===== src/rtl/hpsd_pkg.sv =====
`default_nettype none

package hpsd_pkg;

   // Panel geometry
   localparam int CHANNELS        = 10;
   localparam int MODULES_PER_ROW = 2;
   localparam int SCAN_LINES      = 8;
   localparam int LINE_LEN        = MODULES_PER_ROW * 64;
   localparam int STORE_DEPTH     = SCAN_LINES * LINE_LEN;

   // Widths
   localparam int LPOS_W  = $clog2(LINE_LEN);
   localparam int POS_W   = LPOS_W + 1;
   localparam int LINE_W  = $clog2(SCAN_LINES);
   localparam int ADDR_W  = $clog2(STORE_DEPTH);
   localparam int ENTRY_W = 3 * CHANNELS;
   localparam int RGB_W   = 10;
   localparam int COLOR_W = 3;
   localparam int BRIGHT_W = 3;
   localparam int PWM_W   = 3;

   // Opcodes
   localparam logic [1:0] OP_WRITE = 2'd0;
   localparam logic [1:0] OP_SHIFT = 2'd1;
   localparam logic [1:0] OP_PWM   = 2'd2;
   localparam logic [1:0] OP_NONE  = 2'd3;

   typedef struct packed {
      logic [1:0]         opcode;
      logic [7:0]         pixel_row;
      logic [5:0]         pixel_col;
      logic [COLOR_W-1:0] pixel_color;
   } hpsd_req_type;

   typedef struct packed {
      logic [RGB_W-1:0] red_bits;
      logic [RGB_W-1:0] green_bits;
      logic [RGB_W-1:0] blue_bits;
      logic             shift_pulse;
      logic             latch_pulse;
      logic             row_clock;
      logic             row_data;
      logic             output_disable;
   } hpsd_rsp_type;

   // Masked write into the frame store, one 3-bit lane per channel
   typedef struct packed {
      logic                we;
      logic [ADDR_W-1:0]   addr;
      logic [CHANNELS-1:0] lane_en;
      logic [COLOR_W-1:0]  data;
   } hpsd_wr_type;

   // What one accepted item leaves for the result stage
   typedef struct packed {
      logic data_step;
      logic latch;
      logic row_data;
      logic blank;
   } hpsd_step_type;

endpackage

`default_nettype wire


===== src/rtl/hpsd_scan_ctrl.sv =====
`default_nettype none

module hpsd_scan_ctrl (
   input  wire                           clock,
   input  wire                           reset,
   input  wire                           accept,
   input  hpsd_pkg::hpsd_req_type        req,
   input  wire                           csr_wr_en,
   input  wire  [hpsd_pkg::BRIGHT_W-1:0] csr_wr_data,
   output logic                          clear_busy,
   output hpsd_pkg::hpsd_wr_type         wr,
   output logic                          rd_en,
   output logic [hpsd_pkg::ADDR_W-1:0]   rd_addr,
   output hpsd_pkg::hpsd_step_type       step
);
   import hpsd_pkg::*;

   logic                clearing_ff, clearing_in;
   logic [ADDR_W-1:0]   clr_addr_ff, clr_addr_in;
   logic [POS_W-1:0]    pos_ff, pos_in;
   logic [LINE_W-1:0]   line_ff, line_in;
   logic [PWM_W-1:0]    pwm_ff, pwm_in;
   logic                blank_ff, blank_in;
   logic [BRIGHT_W-1:0] bright_ff, bright_in;

   logic                in_panel;
   logic [ADDR_W-1:0]   wr_addr;

   assign in_panel = (32'(req.pixel_row[7:4]) < CHANNELS) &&
                     (32'(req.pixel_col[5]) < MODULES_PER_ROW);

   // scan line, module, column, upper half
   assign wr_addr = (ADDR_W'(req.pixel_row[2:0]) << LPOS_W)
                  + (ADDR_W'(req.pixel_col[5]) << 6)
                  + ADDR_W'(req.pixel_col[4:0])
                  + (req.pixel_row[3] ? ADDR_W'(0) : ADDR_W'(32));

   assign rd_addr    = (ADDR_W'(line_ff) << LPOS_W) + ADDR_W'(pos_ff[LPOS_W-1:0]);
   assign clear_busy = clearing_ff;

   always_comb begin
      clearing_in = clearing_ff;
      clr_addr_in = clr_addr_ff;
      pos_in      = pos_ff;
      line_in     = line_ff;
      pwm_in      = pwm_ff;
      blank_in    = blank_ff;
      bright_in   = csr_wr_en ? csr_wr_data : bright_ff;
      wr          = '0;
      rd_en       = 1'b0;
      step        = '0;

      if (clearing_ff) begin
         wr.we       = 1'b1;
         wr.addr     = clr_addr_ff;
         wr.lane_en  = '1;
         wr.data     = '0;
         clr_addr_in = clr_addr_ff + ADDR_W'(1);
         if (clr_addr_ff == ADDR_W'(STORE_DEPTH - 1)) begin
            clearing_in = 1'b0;
         end
      end else if (accept) begin
         case (req.opcode)
            OP_WRITE: begin
               if (in_panel) begin
                  wr.we   = 1'b1;
                  wr.addr = wr_addr;
                  wr.data = req.pixel_color;
                  for (int n = 0; n < CHANNELS; n++) begin
                     wr.lane_en[n] = (req.pixel_row[7:4] == 4'(n));
                  end
               end
            end
            OP_SHIFT: begin
               if (pos_ff < POS_W'(LINE_LEN)) begin
                  rd_en          = 1'b1;
                  pos_in         = pos_ff + POS_W'(1);
                  step.data_step = 1'b1;
               end else begin
                  step.latch    = 1'b1;
                  step.row_data = (line_ff == '0);
                  blank_in      = 1'b1;
                  pos_in        = '0;
                  line_in       = line_ff + LINE_W'(1);
               end
            end
            OP_PWM: begin
               blank_in = (pwm_ff < bright_ff) ? 1'b0 : 1'b1;
               pwm_in   = pwm_ff + PWM_W'(1);
            end
            default: begin
            end
         endcase
      end
      step.blank = blank_in;
   end

   always_ff @(posedge clock) begin
      if (reset) begin
         clearing_ff <= 1'b1;
         clr_addr_ff <= '0;
         pos_ff      <= '0;
         line_ff     <= '0;
         pwm_ff      <= '0;
         blank_ff    <= 1'b1;
         bright_ff   <= BRIGHT_W'(1);
      end else begin
         clearing_ff <= clearing_in;
         clr_addr_ff <= clr_addr_in;
         pos_ff      <= pos_in;
         line_ff     <= line_in;
         pwm_ff      <= pwm_in;
         blank_ff    <= blank_in;
         bright_ff   <= bright_in;
      end
   end

endmodule

`default_nettype wire


===== config.mk =====
export PLATFORM = sky130hd
export DESIGN_NAME = hpsd_scan_ctrl
export DESIGN_NICKNAME = d
export VERILOG_FILES = /design/src/rtl/hpsd_pkg.sv /design/src/rtl/hpsd_scan_ctrl.sv
export SDC_FILE = /design/constraint.sdc
export NUM_CORES = 1
export LEC_CHECK = 0
export BUFFER_PORTS_ARGS = -buffer_cell sky130_fd_sc_hd__buf_4
export CAP_MARGIN = 20
export CORE_MARGIN = 8
export CORE_UTILIZATION = 50
export DETAILED_ROUTE_END_ITERATION = 6
export PLACE_DENSITY_LB_ADDON = 0.12
export SYNTH_ARGS = -nofsm -noshare
export SYNTH_HDL_FRONTEND = slang
export SYNTH_SLANG_ARGS = --single-unit

===== constraint.sdc =====
create_clock -name clock -period 1.73 [get_ports clock]
set_clock_uncertainty 0.05 [all_clocks]
set_input_delay 0.0865 -clock clock [delete_from_list [all_inputs] [get_ports clock]]
set_output_delay 0.0865 -clock clock [all_outputs]
set_load 0.005 [all_outputs]

# Word-level counts from Yosys, hierarchy flattened
# Index checks and enable logic that the tools add are counted.
# word_totals
register_bits,29
latchBits,0
ram_bits,0
rom_bits,0
inputBits,26
elab_cells,59
memories,0
# op_classes
addsub,8
multipliers,0
n_div,0
order_cmp,3
eq_ne,12
shifts,0
n_mux,21
bitwise,2
n_reduce_logical,6
# op_table
cell,n
$mux 24,4
$add 10x7->10,2
$eq 4x3->1 const B,4
$add 10x1->10 const B,1
$add 10x5->10,1
$add 10x6->10,1
$eq 10x10->1 const B,1
$mux 1,10
$mux 3,3
$add 8x1->8 const B,1
$eq 4x2->1 const B,2
$eq 4x4->1 const B,2
$lt 8x8->1 const B,1
$mux 8,1
$add 3x1->3 const B,2
$mux 6,1
$reduce_and 3->1,2
$eq 4x1->1 const B,1
$logic_not 4->1,1
$lt 4x4->1 const B,1
$reduce_and 4->1,1
$logic_not 3->1,1
$lt 3x3->1,1
$eq 2x1->1 const B,1
other kinds (5),6

# Depth between registers and ports, before layout
# Gate-level depths: netlist (run 1).
# depth
depth_word,7
ltp_mapped,6
depth_no_buf,6

# Worst setup path before layout (run 1)
# No wires, ideal clock.
# synth_timing
kind,register to register
start,reg clr_addr_ff[0]
end,reg clr_addr_ff[8]
setup_ps,70
t_arrival_ps,1330
required_time_ps,1610
path_slack_ps,281
path_stages_with_launch,5
path_buffers,0
period_less_slack_ps,1449
cell_sequence,dfxtp_1 ha_1 nand3_1 or4_1 a21oi_1
# synth_via
elab_chain_cells,1
# synth_lines
element,line_no,source
start: declaration,hpsd_scan_ctrl.sv:19,"logic [ADDR_W-1:0] clr_addr_ff, clr_addr_in;"
start signal: assignment,hpsd_scan_ctrl.sv:109,clr_addr_ff <= clr_addr_in;
$add 10x1->10,hpsd_scan_ctrl.sv:58,clr_addr_in = clr_addr_ff + ADDR_W'(1);
# Every way passes these cells.
# A chain may end at the register's enable or synchronous reset.

==> results.md, run 1 <==
* Outcome: complete, no violations
* CP Cell Sequence: ha_4 -> a21o_1 -> a31oi_2 -> o21ai_1 -> buf_4
* CP required at 1590 ps
* Die Ht at 76.7 µm
* Drt wl/cell at 14.3 µm
* Crit path time final at 1600 ps
* Synth Warn # at 0
* GRT Util Overall at 0.158
* Tightest Pin Transition at 492 ps
* Die width at 76.7 µm
* Final Hold Viols at 0
* Routed WL at 4590 µm
* Dpl hpwl at 3500 µm
* Tcrit/Tclk final at 0.927
* Met3 GRT Util at 0.0676
* TNS Setup at 0 ps
* Sink Count at 29
* # setup viols final at 0
* H-Tree Level Count at 2
* Worst setup EP type: primary output
* Number of vias in the routed layout at 1752
* Startpoint Class: flop
* Synth Instances at 214
* Met1 usage in global routing at 0.182
* Crit path kind: flop to primary output
* Die ar. at 5890 µm²
* Synth Cell Area at 1840 µm²
* Core ar. at 3610 µm²
* Fmax at 0.624 GHz
* Antenna violations before repair at 0
* Crit path largest cell delay at 400 ps
* Cell row count at 22
* Delay-heaviest family, CP: compound AO/OA/AOI/OAI gates
* Share of cells above drive strength 1 at 0.341
* Post-synth EDFFs at 0
* Ys flop type: dfxtp_1
* Syn_nets at 250
* Initial drt markers at 103
* Grt ovf at 0
* Nets at 308
* Power Dens Cells at 621 nW/µm²
* Post-DP Area at 2290 µm²
* # DRC at 0
* Num CTS Buffers at 5
* Busiest layer in global routing: met2
* Fraction of registers with async set/reset at 0
* FF+latch count, synth at 29
* Number of global-route vias before repair at 1812
* Ports at 66
* RSZ-0062 raised after global routing: no
* Hold crit path type: input port to flop
* Grt met2 use at 0.252
* CP bufs+invs at 1
* Final instance area at 2440 µm²
* Maximum clock insertion buffer count at 2
* RD Place Congestion at 0.759
* Worst skew pair latency at 280 ps
* Max Slew Vio Count at 0
* Leak Pwr at 0.00108 µW
* Slew margin rel. at 0.669
* Post-CTS Setup Bufs at 0
* Reg clk slew, reported paths at 60 ps
* Worst Path Max Fanout at 2
* CTS tree: built
* First-pass GRT wire length at 7940 µm
* Avg Inst Size Synth at 8.62 µm²
* PortBufs at 65
* Largest net degree at the start of global routing at 33
* Synthesis-to-finish area growth at 32.2%
* Antenna viol nets, final at 0
* Pre-antenna DRT Iters at 4
* CTS Root Cell: clkbuf_8
* Number of inserted diodes at 0
* Cell variety after synth at 45
* Post-synthesis sequential area ratio at 0.315
* Routed vias/inst at 5.46
* Max cap viols at 0
* Initial Util at 0.511
* VDD IR max at 312 µV
* WP data arrival at 1470 ps
* Worst path slowest cell: dfxtp_1
## Yosys cell counts (2+ instances only)
| cell type | instances | share of area |
|---|---|---|
| dfxtp_1 | 29 | 0.31 |
| nand2_1 | 15 | 0.031 |
| nor2_1 | 13 | 0.026 |
| a21oi_1 | 11 | 0.030 |
| inv_1 | 11 | 0.022 |
| ha_1 | 10 | 0.068 |
| a22o_1 | 9 | 0.043 |
| buf_4 | 9 | 0.037 |
| nand3_1 | 9 | 0.024 |
| a21o_1 | 7 | 0.028 |
| o21ai_0 | 7 | 0.019 |
| mux2i_1 | 6 | 0.033 |
| o31ai_1 | 6 | 0.024 |
| a31o_2 | 5 | 0.024 |
| nor3b_1 | 5 | 0.020 |
| xor2_1 | 5 | 0.024 |
| buf_2 | 4 | 0.011 |
| nor2b_1 | 4 | 0.014 |
| or3_1 | 4 | 0.014 |
| and2_1 | 3 | 0.010 |
| clkbuf_1 | 3 | 0.0061 |
| nand4_1 | 3 | 0.010 |
| nand4b_1 | 3 | 0.014 |
| nor3_1 | 3 | 0.0081 |
| or4_1 | 3 | 0.012 |
| a32oi_1 | 2 | 0.0095 |
| and3b_1 | 2 | 0.0095 |
| buf_1 | 2 | 0.0041 |
| buf_6 | 2 | 0.012 |
| nand3b_1 | 2 | 0.0081 |
| or3_2 | 2 | 0.0081 |
| xnor2_1 | 2 | 0.0095 |
## worst reg2reg max path: stages, from the launching register on
cell and delay [ps]:
dfxtp_1 430, ha_1 230, nand3_1 160, or4_1 500, a21oi_1 140
## area by class of cell
class | instances | area (µm²)
Inverter | 11 | 41.3
Sequential cell | 29 | 584
Clock inverter | 1 | 5.00
Multi-Input combinational cell | 154 | 1110
Tap cell | 48 | 60.1
Fill cell | 321 | 1170
Clock buffer | 7 | 96.3
Timing Repair Buffer | 71 | 538
## placed cells by master (no fill, tap or decap), types with 2 or more instances in the layout
| master | instances |
|---|---|
| or3_1 | 4 |
| a31o_2 | 5 |
| mux2i_1 | 6 |
| xor2_1 | 5 |
| nand4b_1 | 3 |
| clkbuf_8 | 7 |
| nor2_1 | 13 |
| or3_2 | 2 |
| and3b_1 | 2 |
| nor2b_1 | 4 |
| nor3b_1 | 5 |
| a32oi_1 | 2 |
| nand3b_1 | 2 |
| nand4_1 | 3 |
| nand3_1 | 9 |
| and2_1 | 3 |
| dfxtp_1 | 26 |
| inv_1 | 11 |
| o21ai_0 | 6 |
| nand2_1 | 15 |
| a22o_1 | 9 |
| dlygate4sd3_1 | 2 |
| a21o_1 | 7 |
| ha_1 | 9 |
| xnor2_1 | 2 |
| buf_4 | 69 |
| o31ai_1 | 6 |
| dfxtp_2 | 3 |
| nor3_1 | 3 |
| a21oi_1 | 11 |
| or4_1 | 3 |
## what timing repair did
item                       4_1_cts  5_1_grt
gates resized for setup          1        6
setup endpoints to repair       10       12
pin swaps                        0        1
hold endpoints to repair         2        0
hold buffers                     2        0
## cells by family (layout without fill, tap and decap cells)
| group | Yosys count | after routing | share of synthesized area |
|---|---|---|---|
| fa+ha+maj | 10 | 10 | 0.0678 |
| simple gates | 77 | 77 | 0.249 |
| compound gates | 54 | 54 | 0.210 |
| xor+xnor | 7 | 7 | 0.0332 |
| buf+inv | 31 | 90 | 0.0923 |
| mux | 6 | 6 | 0.0326 |
| flops | 29 | 29 | 0.315 |
## where the power goes
group | switching, µW | internal, µW | total, µW
registers | 28.7 | 692 | 721
clock network | 256 | 359 | 614
logic | 75.4 | 104 | 179
total | 360 | 1150 | 1510
## sequential cells by signal (all words and copies together) (netlist names)
register	cells
blank_ff	1
bright_ff	3
clear_busy	1
clr_addr_ff	10
line_ff	3
pos_ff	8
pwm_ff	3
## metal layers
layer | vias up | wire, µm | share of wire
met3 | 4 | 350 | 0.076
met5 | - | 0 | 0
met1 | 812 | 2110 | 0.46
met4 | 0 | 46 | 0.010
li1 | 887 | - | -
met2 | 49 | 2080 | 0.45
## final timing paths
path	start	endpoint	slack (ps)	cells after the start
worst max-delay path	pwm_ff[2]	step[0]	130	5
worst min-delay path	csr_wr_en	bright_ff[0]	20	3
worst max register to register	clr_addr_ff[0]	clr_addr_ff[8]	150	4
worst min register to register	bright_ff[2]	bright_ff[2]	430	2
## metrics by stage
step / utilization / power [µW] / setup slack (ps) / instances / hold slack [ps]
floorplan: - / 832 / 281 / 214 / 165
global placement: 0.636 / 906 / 221 / 311 / 255
detailed placement: 0.636 / 909 / 181 / 311 / 260
CTS: 0.670 / 1530 / 25.9 / 321 / 12.4
global route: 0.676 / 1590 / 23.6 / 321 / 20.6
finish: 0.676 / 1510 / 126 / 321 / 17.1
(Power assumes the default switching activity.)
==> run 2, diff against run 1 <==
--- a/config.mk
+++ b/config.mk
@@ -5,10 +5,11 @@
 export SDC_FILE = /design/constraint.sdc
 export NUM_CORES = 1
 export LEC_CHECK = 0
+export ABC_AREA = 1
 export BUFFER_PORTS_ARGS = -buffer_cell sky130_fd_sc_hd__buf_4
-export CAP_MARGIN = 20
+export CAP_MARGIN = 25
 export CORE_MARGIN = 8
-export CORE_UTILIZATION = 50
+export CORE_UTILIZATION = 49
 export DETAILED_ROUTE_END_ITERATION = 6
 export PLACE_DENSITY_LB_ADDON = 0.12
 export SYNTH_ARGS = -nofsm -noshare
==> constraint.sdc (replaced) <==
create_clock -name clock -period 1.7 [get_ports clock]
set_clock_uncertainty 0.05 [all_clocks]
set_input_delay 0.085 -clock clock [delete_from_list [all_inputs] [get_ports clock]]
set_output_delay 0.085 -clock clock [all_outputs]
set_load 0.005 [all_outputs]
==> run 2 against run 1 <==
Hold slack got worse by 0.87 ps. Wire length increased by 0.24%. Worst setup slack lost 4.1 ps. Critical path depth unchanged. Sequential share of layout area up 0.068 points. Critical endpoint is now rd_en. Final cell count is 22% higher. Flip-flop and latch count is the same. Clock power down 7.8%. Largest power group unchanged. Sequential power is 3.1% lower. First-iteration DRC count rose by 5.8%.
==> results.md, run 2 <==
* CTS tree: built (unchanged)
* Setup crit end: rd_en (was step[0])
* Routed vias/inst at 4.86 (was 5.46)
* Power Dens Cells at 582 nW/µm² (was 621 nW/µm²)
* Dpl hpwl at 3560 µm (was 3500 µm)
* Number of global-route vias before repair at 1818 (was 1812)
* Tcrit/Tclk final at 0.928
* Synth top area share at 0.317 (was 0.315)
* Commonest cells after routing, fill and taps aside: 75 x nand2_1, 68 x buf_4, 37 x inv_1 (was 69 x buf_4, 26 x dfxtp_1, 15 x nand2_1)
* Reg clk slew, reported paths at 60 ps (about the same)
* First-pass GRT wire length at 7820 µm (was 7940 µm)
* Cell variety after synth at 24 (was 45)
* Crit path kind: flop to primary output (unchanged)
* # setup viols final at 0 (unchanged)
* FF+latch count, synth at 29 (unchanged)
* Max Slew Vio Count at 0 (unchanged)
* Post-synthesis sequential area ratio at 0.317 (was 0.315)
* Post-synth EDFFs at 0 (unchanged)
* TNS Setup at 0 ps (unchanged)
* Most flops, register: clr_addr_ff (unchanged)
* Max cap viols at 0 (unchanged)
* Filler Cell Count at 349 (was 321)
* Min-delay src: reset (was csr_wr_en)
* Die ar. at 5950 µm² (was 5890 µm²)
* Synth Instances at 283 (was 214)
* Initial Util at 0.504 (was 0.511)
* WP data arrival at 1440 ps (was 1470 ps)
* Synthesis-to-finish area growth at 31.9% (was 32.2%)
* Reg-to-reg startpoint: clear_busy (was clr_addr_ff[0])
* Fmax at 0.634 GHz
* RD Place Congestion at 0.840 (was 0.759)
* Syn_nets at 319 (was 250)
* CP required at 1560 ps (was 1590 ps)
* Outcome: complete, no violations (unchanged)
* Ys flop type: dfxtp_1 (unchanged)
* Routed WL at 4600 µm (was 4590 µm)
* Post-CTS Setup Bufs at 0 (unchanged)
* Count leader, synth: nand2_1 (was dfxtp_1)
* Die width at 77.1 µm (was 76.7 µm)
* Worst Path Max Fanout at 22 (was 2)
* Hold crit path type: input port to flop (unchanged)
* Reg2Reg Depth at 6 (was 4)
* Synth Warn # at 0 (unchanged)
* Antenna viol nets, final at 0 (unchanged)
* Slew margin rel. at 0.823 (was 0.669)
* Largest net degree at the start of global routing at 14 (was 33)
* GRT Util Overall at 0.155 (was 0.158)
* Tightest Pin Transition at 264 ps (was 492 ps)
* Startpoint Class: flop (unchanged)
* Worst setup path startpoint: clear_busy (was pwm_ff[2])
* RSZ-0062 raised after global routing: no (unchanged)
* Leak Pwr at 0.00110 µW (was 0.00108 µW)
* Fraction of registers with async set/reset at 0 (unchanged)
* CTS Root Cell: clkbuf_8 (unchanged)
* Final Util at 0.665 (was 0.676)
* Avg Inst Size Synth at 6.47 µm² (was 8.62 µm²)
* Core ar. at 3630 µm² (was 3610 µm²)
* Grt ovf at 0 (unchanged)
* Top flop regs: clr_addr_ff (10), pos_ff (8) (unchanged)
* Capturing point of the worst reg2reg path: pos_ff[1] (was clr_addr_ff[8])
* Num CTS Buffers at 5 (unchanged)
* PortBufs at 65 (unchanged)
* Maximum clock insertion buffer count at 2 (unchanged)
* Synth Cell Area at 1830 µm² (was 1840 µm²)
* Nets at 380 (was 308)
* Top cells by count, synth: 75 x nand2_1, 37 x inv_1, 33 x nor2_1, 29 x dfxtp_1, 29 x o21ai_0 (was 29 x dfxtp_1, 15 x nand2_1, 13 x nor2_1, 11 x a21oi_1, 11 x inv_1)
* # DRC at 0 (unchanged)
* Initial drt markers at 109 (was 103)
* Area contributors post-synth: dfxtp_1 32%, nand2_1 15%, o21ai_0 7.9% (was dfxtp_1 31%, ha_1 6.8%, a22o_1 4.3%)
* Pre-antenna DRT Iters at 4 (unchanged)
* Die Ht at 77.1 µm (was 76.7 µm)
* Final Hold Viols at 0 (unchanged)
* Most common cell after layout, fill and taps aside: nand2_1 (was buf_4)
* Reg2reg setup slack at 330 ps (was 150 ps)
* H-Tree Level Count at 2 (unchanged)
* Ports at 66 (unchanged)
* Final worst slack at 122 ps (was 126 ps)
* VDD IR max at 532 µV (was 312 µV)
* Antenna violations before repair at 0 (unchanged)
* Max FFs per register at 10 (unchanged)
* Synth area leader: dfxtp_1 (unchanged)
* Pre-CTS WS at 357 ps (was 181 ps)
* Share of cells above drive strength 1 at 0.253 (was 0.341)
* Cell row count at 22 (unchanged)
* Number of inserted diodes at 0 (unchanged)
* Worst setup EP type: primary output (unchanged)
* Drt wl/cell at 11.7 µm (was 14.3 µm)
* Worst skew pair latency at 280 ps (about the same)
* Number of vias in the routed layout at 1904 (was 1752)
* Sink Count at 29 (unchanged)
* Crit path time final at 1580 ps
==> run 2: changes by cell type in the layout (fill, tap and decap cells not counted), sizes merged, moves of 7 or more <==
cell	delta
o21ai	+24
a22o	-10
nand2	+60
a21o	-7
a21oi	+8
nor2	+22
inv	+30
nand3	+7
==> run 2: metal layers <==
metal  up-vias  track usage  wire length (µm)
met5         -            0                 0
met4         0       0.0566                36
met3         4       0.0478               217
met2        47        0.270              2300
met1       838        0.172              2050
li1       1015            -                 -
==> run 2: how the worst min path moves through the flow <==
stage | to | slack (ps) | depth (start not counted)
global placement | bright_ff[0] | 260 | 3
finish | line_ff[0] | 20 | 2
floorplan | bright_ff[0] | 160 | 2
global route | clr_addr_ff[9] | 20 | 2
detailed placement | bright_ff[0] | 260 | 3
CTS | line_ff[0] | 10 | 2
==> run 2: power breakdown <==
group	leakage (µW)	switching (µW)	internal (µW)	total [µW]
clock	0.0000443	246	320	566
combinational	0.000825	68.3	71.8	140
sequential	0.000235	7.82	691	699
total	0.00110	322	1080	1400
==> run 2: critical path, cell delays in order (launching register included) <==
cell and delay [ps]:
dfxtp_1 330, inv_4 180, nand3_2 160, buf_4 210
nor2_8 150, buf_4 140
==> run 2: metrics by stage <==
step / total power [µW] / std cells / area (µm²) / hold slack (ps)
2_1_floorplan: 774 / 283 / 1830 / 157
3_3_place_gp: 846 / 384 / 2300 / 259
3_5_place_dp: 847 / 384 / 2300 / 256
4_1_cts: 1410 / 393 / 2400 / 14.0
5_1_grt: 1470 / 392 / 2420 / 20.4
6_report: 1410 / 392 / 2420 / 16.2
==> run 2: logic make-up after synthesis <==
group                    count (synthesis)  synth area share
AO/OA/AOI/OAI                           54             0.158
XOR/XNOR                                 1           0.00478
adder cells (fa/ha/maj)                 10            0.0683
buffers and inverters                   57             0.145
flip-flops                              29             0.317
AND/OR/NAND/NOR                        132             0.307
==> run 2: area by class of cell <==
class | count | area (µm²) | area share
clock buffers | 7 | 86.3 | 0.0357
inverters | 41 | 156 | 0.0647
repair buffers | 70 | 531 | 0.220
flip-flops and latches | 29 | 581 | 0.240
well taps | 48 | 60.1 | 0.0249
multi-input cells | 197 | 1000 | 0.415
==> run 2: what timing repair did <==
item                                    in CTS  in global routing
endpoints found under the setup margin       0                  1
endpoints found under the hold margin        1                  0
hold buffers                                 2                  0
gates resized for setup                      0                  3
